[config.mk]
export PLATFORM = sky130hd
export DESIGN_NAME = stream_byte_reassembler
export DESIGN_NICKNAME = d
export VERILOG_FILES = /design/src/rsm_pkg.sv /design/src/rsm_store.sv /design/src/rsm_window.sv /design/src/stream_byte_reassembler.sv
export SDC_FILE = /design/constraint.sdc
export NUM_CORES = 2
export LEC_CHECK = 0
export BUFFER_PORTS_ARGS = -buffer_cell sky130_fd_sc_hd__buf_2
export CAP_MARGIN = 20
export CELL_PAD_IN_SITES_DETAIL_PLACEMENT = 0
export CELL_PAD_IN_SITES_GLOBAL_PLACEMENT = 1
export CORE_ASPECT_RATIO = 0.8
export CORE_MARGIN = 3
export CORE_UTILIZATION = 53
export CTS_CLUSTER_SIZE = 25
export DETAILED_ROUTE_END_ITERATION = 6
export PLACE_DENSITY_LB_ADDON = 0.1
export SYNTH_ARGS = -nofsm -noshare
export SYNTH_HDL_FRONTEND = slang
export SYNTH_SLANG_ARGS = --single-unit
[constraint.sdc]
create_clock -name clk -period 12.38 [get_ports clk]
set_clock_uncertainty 0.2 [all_clocks]
set_input_delay 1.857 -clock clk [delete_from_list [all_inputs] [get_ports clk]]
set_output_delay 1.857 -clock clk [all_outputs]
set_load 0.02 [all_outputs]
[src/rsm_pkg.sv]
// Package for the stream byte reassembler: sizes, input item and admission types.
// No dependencies; imported by every module of the block.
package rsm_pkg;

    // Window depth; the ring slot is the low index bits, so this is a power of two
    localparam int WINDOW = 64;
    localparam int WIN_W  = $clog2(WINDOW);
    localparam int CNT_W  = $clog2(WINDOW + 1);
    localparam int IDX_W  = 32;
    localparam int ROOM_W = 7;
    localparam int BYTE_W = 8;

    // Input stream tdata: byte_index, byte_value, room, one pad bit
    localparam int S_DATA_W = 48;
    // Output stream tdata: out_byte, stream_closed, pending_count
    localparam int M_DATA_W = 16;

    // One input transaction, held while it is worked on
    typedef struct packed {
        logic [IDX_W-1:0]  byte_index;
        logic [BYTE_W-1:0] byte_value;
        logic              has_byte;
        logic              final_byte;
        logic [ROOM_W-1:0] room;
    } item_t;

    // Sequencer state seen by the admission check
    typedef struct packed {
        logic [IDX_W-1:0] next_index;
        logic             end_known;
        logic [IDX_W-1:0] end_index;
    } win_state_t;

    // Admission decision for one item
    typedef struct packed {
        logic             rec_end;
        logic [IDX_W-1:0] end_value;
        logic             keep;
    } adm_t;

endpackage

[src/rsm_store.sv]
// Byte store of the reassembler: ring memory, one write and one registered read.
// Depends on rsm_pkg.
module rsm_store
(
    input  logic                       clk,
    input  logic                       wr_en,
    input  logic [rsm_pkg::WIN_W-1:0]  wr_addr,
    input  logic [rsm_pkg::BYTE_W-1:0] wr_data,
    input  logic [rsm_pkg::WIN_W-1:0]  rd_addr,
    output logic [rsm_pkg::BYTE_W-1:0] rd_data
);
    import rsm_pkg::*;

    logic [BYTE_W-1:0] mem [WINDOW];

    // Write port
    always_ff @(posedge clk)
    begin
        if (wr_en)
        begin
            mem[wr_addr] <= wr_data;
        end
    end

    // Registered read port
    always_ff @(posedge clk)
    begin
        rd_data <= mem[rd_addr];
    end

endmodule

[src/rsm_window.sv]
// Admission check: records the stream end and decides whether a byte falls in the window.
// Depends on rsm_pkg.
module rsm_window
(
    input  rsm_pkg::item_t     item,
    input  rsm_pkg::win_state_t st,
    output rsm_pkg::adm_t      adm
);
    import rsm_pkg::*;

    logic [ROOM_W-1:0] lim;
    logic [IDX_W:0]    end_pos;
    logic [IDX_W:0]    win_top;
    logic [IDX_W-1:0]  offset;
    logic              end_known_new;
    logic [IDX_W-1:0]  end_new;

    // Room clipped to the window depth
    assign lim = (item.room > ROOM_W'(WINDOW)) ? ROOM_W'(WINDOW) : item.room;

    // End position: one past a byte, or the index itself for an empty item
    assign end_pos = {1'b0, item.byte_index} + (IDX_W+1)'(item.has_byte);
    assign win_top = {1'b0, st.next_index} + (IDX_W+1)'(lim);

    assign adm.rec_end = item.final_byte && !st.end_known
                       && (end_pos >= {1'b0, st.next_index})
                       && (end_pos <= win_top) && !end_pos[IDX_W];
    assign adm.end_value = end_pos[IDX_W-1:0];

    assign end_known_new = st.end_known || adm.rec_end;
    assign end_new       = adm.rec_end ? end_pos[IDX_W-1:0] : st.end_index;

    // Byte kept only inside [next, next + lim), below the all-ones index and the end
    assign offset = item.byte_index - st.next_index;
    assign adm.keep = item.has_byte && (item.byte_index >= st.next_index)
                    && (offset < IDX_W'(lim)) && (item.byte_index != '1)
                    && !(end_known_new && (item.byte_index >= end_new));

endmodule

[src/stream_byte_reassembler.sv]
// Stream byte reassembler: one input transaction at a time; s_tready is high only when idle.
// Steps after the accepting edge: admission, a walk of the valid map over the run of present
// bytes, then for each released byte a store read and an output beat held until m_tready; an
// item releasing nothing offers its empty result after the walk, or straight after admission
// once the stream is closed. A new transaction is taken only after the last result of the
// previous one is handshaked. Reset (rst_n, asynchronous, active low) clears the valid map,
// indices, count and flags.
module stream_byte_reassembler
(
    input  logic                         clk,
    input  logic                         rst_n,
    // byte_index[31:0], byte_value[39:32], room[46:40], zero pad[47]
    input  logic [rsm_pkg::S_DATA_W-1:0] s_tdata,
    input  logic                         s_tuser,   // has_byte
    input  logic                         s_tlast,   // final_byte
    input  logic                         s_tvalid,
    output logic                         s_tready,
    // out_byte[7:0], stream_closed[8], pending_count[15:9]
    output logic [rsm_pkg::M_DATA_W-1:0] m_tdata,
    output logic                         m_tuser,   // out_valid
    output logic                         m_tlast,   // last_of_run
    output logic                         m_tvalid,
    input  logic                         m_tready
);
    import rsm_pkg::*;

    localparam logic [2:0] ST_IDLE  = 3'd0;
    localparam logic [2:0] ST_EVAL  = 3'd1;
    localparam logic [2:0] ST_SCAN  = 3'd2;
    localparam logic [2:0] ST_LOAD  = 3'd3;
    localparam logic [2:0] ST_SEND  = 3'd4;
    localparam logic [2:0] ST_EMPTY = 3'd5;

    logic [2:0]        state_reg, state_next;
    item_t             item_reg;
    logic [WINDOW-1:0] valid_reg, valid_next;
    logic [IDX_W-1:0]  next_index_reg, next_index_next;
    logic              end_known_reg, end_known_next;
    logic [IDX_W-1:0]  end_index_reg, end_index_next;
    logic              closed_reg, closed_next;
    logic [CNT_W-1:0]  count_reg, count_next;
    logic [IDX_W-1:0]  cursor_reg, cursor_next;
    logic [CNT_W-1:0]  run_reg, run_next;
    logic [WIN_W-1:0]  emit_slot_reg, emit_slot_next;
    logic [CNT_W-1:0]  rem_reg, rem_next;

    win_state_t        win_st;
    adm_t              adm;
    logic [WIN_W-1:0]  in_slot;
    logic [WIN_W-1:0]  cur_slot;
    logic              wr_en;
    logic [BYTE_W-1:0] rd_data;
    logic              scan_go;
    logic              out_hs;

    assign s_tready = (state_reg == ST_IDLE);
    assign out_hs   = m_tvalid && m_tready;

    // Capture the accepted transaction
    always_ff @(posedge clk)
    begin
        if (s_tvalid && s_tready)
        begin
            item_reg.byte_index <= s_tdata[IDX_W-1:0];
            item_reg.byte_value <= s_tdata[IDX_W+BYTE_W-1:IDX_W];
            item_reg.room       <= s_tdata[IDX_W+BYTE_W+ROOM_W-1:IDX_W+BYTE_W];
            item_reg.has_byte   <= s_tuser;
            item_reg.final_byte <= s_tlast;
        end
    end

    // Admission check on the held transaction
    assign win_st.next_index = next_index_reg;
    assign win_st.end_known  = end_known_reg;
    assign win_st.end_index  = end_index_reg;

    rsm_window u_window
    (
        .item (item_reg),
        .st   (win_st),
        .adm  (adm)
    );

    assign in_slot  = item_reg.byte_index[WIN_W-1:0];
    assign cur_slot = cursor_reg[WIN_W-1:0];
    assign wr_en    = (state_reg == ST_EVAL) && !closed_reg && adm.keep && !valid_reg[in_slot];

    rsm_store u_store
    (
        .clk     (clk),
        .wr_en   (wr_en),
        .wr_addr (in_slot),
        .wr_data (item_reg.byte_value),
        .rd_addr (emit_slot_reg),
        .rd_data (rd_data)
    );

    // One step of the run walk: slot present, inside the end and the window
    assign scan_go = (run_reg < CNT_W'(WINDOW))
                   && (!end_known_reg || (cursor_reg < end_index_reg))
                   && (cursor_reg != '1) && valid_reg[cur_slot];

    // Sequencer
    always_comb
    begin
        state_next      = state_reg;
        valid_next      = valid_reg;
        next_index_next = next_index_reg;
        end_known_next  = end_known_reg;
        end_index_next  = end_index_reg;
        closed_next     = closed_reg;
        count_next      = count_reg;
        cursor_next     = cursor_reg;
        run_next        = run_reg;
        emit_slot_next  = emit_slot_reg;
        rem_next        = rem_reg;

        unique case (state_reg)
            ST_IDLE:
            begin
                if (s_tvalid)
                begin
                    state_next = ST_EVAL;
                end
            end
            ST_EVAL:
            begin
                if (closed_reg)
                begin
                    state_next = ST_EMPTY;
                end
                else
                begin
                    if (adm.rec_end)
                    begin
                        end_known_next = 1'b1;
                        end_index_next = adm.end_value;
                    end
                    if (wr_en)
                    begin
                        valid_next[in_slot] = 1'b1;
                        count_next          = count_reg + CNT_W'(1);
                    end
                    cursor_next    = next_index_reg;
                    run_next       = '0;
                    emit_slot_next = next_index_reg[WIN_W-1:0];
                    state_next     = ST_SCAN;
                end
            end
            ST_SCAN:
            begin
                if (scan_go)
                begin
                    valid_next[cur_slot] = 1'b0;
                    cursor_next          = cursor_reg + IDX_W'(1);
                    run_next             = run_reg + CNT_W'(1);
                end
                else
                begin
                    next_index_next = cursor_reg;
                    if (end_known_reg && (cursor_reg >= end_index_reg))
                    begin
                        // end reached: close and discard whatever is left
                        closed_next = 1'b1;
                        valid_next  = '0;
                        count_next  = '0;
                    end
                    else
                    begin
                        count_next = count_reg - run_reg;
                    end
                    rem_next   = run_reg;
                    state_next = (run_reg == '0) ? ST_EMPTY : ST_LOAD;
                end
            end
            ST_LOAD:
            begin
                state_next = ST_SEND;
            end
            ST_SEND:
            begin
                if (out_hs)
                begin
                    emit_slot_next = emit_slot_reg + WIN_W'(1);
                    rem_next       = rem_reg - CNT_W'(1);
                    state_next     = (rem_reg == CNT_W'(1)) ? ST_IDLE : ST_LOAD;
                end
            end
            ST_EMPTY:
            begin
                if (out_hs)
                begin
                    state_next = ST_IDLE;
                end
            end
            default:
            begin
                state_next = ST_IDLE;
            end
        endcase
    end

    // Control and state registers
    always_ff @(posedge clk or negedge rst_n)
    begin
        if (!rst_n)
        begin
            state_reg      <= ST_IDLE;
            valid_reg      <= '0;
            next_index_reg <= '0;
            end_known_reg  <= 1'b0;
            end_index_reg  <= '0;
            closed_reg     <= 1'b0;
            count_reg      <= '0;
            cursor_reg     <= '0;
            run_reg        <= '0;
            emit_slot_reg  <= '0;
            rem_reg        <= '0;
        end
        else
        begin
            state_reg      <= state_next;
            valid_reg      <= valid_next;
            next_index_reg <= next_index_next;
            end_known_reg  <= end_known_next;
            end_index_reg  <= end_index_next;
            closed_reg     <= closed_next;
            count_reg      <= count_next;
            cursor_reg     <= cursor_next;
            run_reg        <= run_next;
            emit_slot_reg  <= emit_slot_next;
            rem_reg        <= rem_next;
        end
    end

    // Result transaction: byte from the store read register, status after the step
    assign m_tvalid = (state_reg == ST_SEND) || (state_reg == ST_EMPTY);
    assign m_tuser  = (state_reg == ST_SEND);
    assign m_tlast  = (state_reg == ST_EMPTY) || (rem_reg == CNT_W'(1));
    assign m_tdata  = {count_reg, closed_reg, (state_reg == ST_SEND) ? rd_data : '0};

endmodule
==> metrics <==
worst reg2reg endpoint u_store.mem[50][5]; Setup CP Type register to register; Crit path required time between 10 and 15 ns; IO Pins 74; initial antenna violation count 2; GRT Total Usage 28.76%; num rows 88; DR iter-0 viols a little under 3000; Yosys cell types 92; CP max-delay cell nor4_2; Routability Congestion roughly 0.94; final-stage net count ~3300; Top FF cell, synth edfxtp_1; Tcrit/Tclk final between 80 and 90%; commonest cells after routing, fill and taps aside edfxtp_1, nand2_1, a21oi_1; CTS Sinks about 760; final-layout fill cell count 5547; global-route wire length before repair roughly 170 mm; fin crit period approximately 10 ns; FMAX about 97 MHz; FFs w/ async S/R, synth about a quarter; Inserted Clock Buffers just under 80; peak supply drop around 0.00014 V; clock power share between 20% and 30%; Cells on Worst Hold Path 2; r2r worst-path depth 32; worst skew pair latency ~0.65 ns; Hold Buf Count CTS 0; post-cts sizing count 0; Max Cap Viol 0; final wirelength between 100 and 150 mm; die area around 0.077 mm^2; Yosys Warn Count 0; Post CTS Setup Buffer Count 0; final core occ about 60%; worst slew pin tran 1.084 ns; I/O Buffers 72; Reg-to-Reg Start in_slot[0]; Mapped Cells 2953; H-Tree Depth 3; Area growth syn-to-layout 12.07%; max_slew headroom between 20% and 30%; routed length per instance ~27 um; vias in the first global route around 25000; TritonCTS clock tree yes; Yosys reg bits between 700 and 800; Crit path largest cell delay approximately 0.85 ns; most used cell, CP ha_1; CP startpoint kind register; status finished, final reports clean; EDFF count, synth approximately 560; sequential element share of the synthesized area between 50% and 60%; max reg flops 512; grt ovf 0; Synth Area per Inst 13.14 um^2; largest net degree at the start of global routing 77; Leak roughly 16 nW; height of the die between 200 and 250 um; RSZ-0062 raised after global routing false; ANT nets after route 0; Cell Int Power around 6 mW; DP HPWL ~76 mm; final hold violations 0; Detailed Routing Iterations Pass 1 6; Hold Path Sink rem_reg[6]; Syn Std Cell Area roughly 0.039 mm^2; WHS roughly 0.32 ns; most common cell after layout, fill and taps aside edfxtp_1; CP Max Fanout 64; Mapped Nets roughly 3200; Seq pwr share about a third; number of diodes 0; clock slew at reported path FFs 0.06 ns; setup violators final 0; Setup TNS 0 ns; PD cells approximately 230 mW/mm^2; worst reg-to-reg setup slack ~2.1 ns; element type at the critical path end register; Initial Utilization between 50% and 60%; layout cells sized above 1 18.93%; net switching power between 3 and 4 mW; Die Width just over 300 um; # DRC 0; Hold Startpoint rem_reg[6]; clock root cell clkbuf_16; Critical Path AT approximately 10 ns; clk buf depth 3; worst min path class register to register; Vias/cell roughly 6.5; final max-slew violation count 0; Switching Share between 30 and 40%; Comb power frac about two fifths; Core ar. 0.07234 mm^2; DR vias 26449
power by group through the flow:
stage                     clock network, mW  registers [mW]  logic [mW]
after global placement                    0            3.48        4.02
after CTS                              2.41            3.44        4.12
after floorplan                           0            3.29        2.93
after global routing                   2.51            3.48        4.54
after detailed placement                  0            3.49        4.10
final                                  2.37            3.44        4.16
cell families (layout without fill, tap and decap cells):
| family | Yosys count | count (layout) | synth area share [%] |
|---|---|---|---|
| compound gates | 662 | 662 | 10.85 |
| xor+xnor | 88 | 88 | 1.986 |
| fa+ha+maj | 192 | 192 | 6.234 |
| buf+inv | 286 | 440 | 2.895 |
| flops | 761 | 761 | 56.19 |
| mux | 248 | 248 | 12.45 |
| simple gates | 716 | 716 | 9.393 |
final cells by class:
class	instances	area (um^2)	share of cell area, %
Timing Repair Buffer	180	1212	2.787
Clock inverter	43	484.2	1.113
Sequential cell	761	21820	50.16
Inverter	118	442.9	1.018
Clock buffer	99	2072	4.763
Tap cell	945	1182	2.718
Multi-Input combinational cell	1906	16290	37.44
synthesized netlist by cell type, types with 71 or more instances:
master	number	area share (%)
nor2_1	126	1.2
nand2_1	200	1.9
inv_1	115	1.1
nand3_1	71	0.92
a21oi_1	191	2.5
o21ai_0	185	2.4
edfxtp_1	561	43
dfrtp_1	192	12
ha_1	187	6.0
nor4_1	71	1.1
mux4_2	187	11
clkbuf_1	115	1.1
metal layers:
metal  vias to the layer above  GRT usage [%]  share of wire [%]
met3                       127          4.565                7.5
met5                         -              0                  0
met2                      1091          42.63                 44
li1                      11740              -                  -
met1                     13491          45.24                 47
met4                         0          5.657                1.7
metrics by stage:
stage	instance area, um^2	instances	worst slack [ns]	total power [mW]
floorplan	38810	2953	3.548	6.229
detailed placement	40860	3901	2.030	7.588
CTS	43410	4043	1.982	9.974
finish	43500	4052	2.090	9.968
global placement	40820	3896	2.002	7.502
global route	43500	4052	1.322	10.53
worst max path at each step:
stage | to | slack, ns | depth (start not counted) | start
finish | u_store.mem[50][5] | 2.09 | 32 | in_slot[0]
global route | u_store.mem[22][3] | 1.32 | 32 | in_slot[0]
CTS | u_store.mem[10][5] | 1.98 | 37 | item_reg[6]
detailed placement | u_store.mem[10][0] | 2.03 | 37 | item_reg[6]
global placement | u_store.mem[30][2] | 2.00 | 32 | in_slot[3]
floorplan | u_store.mem[25][0] | 3.55 | 36 | item_reg[0]
critical path, delay by kind of cell (launching register included):
family                     cells  cell delay, ns
AOI/OAI and AO/OA             11            2.63
xor gates and xnor gates       1            0.38
adders and majority gates      4            1.20
buffers and inverters          3            0.91
DFF                            1            0.32
muxes                          1            0.20
and+or+nand+nor               12            3.98
Power figures use the tool's default switching activity.
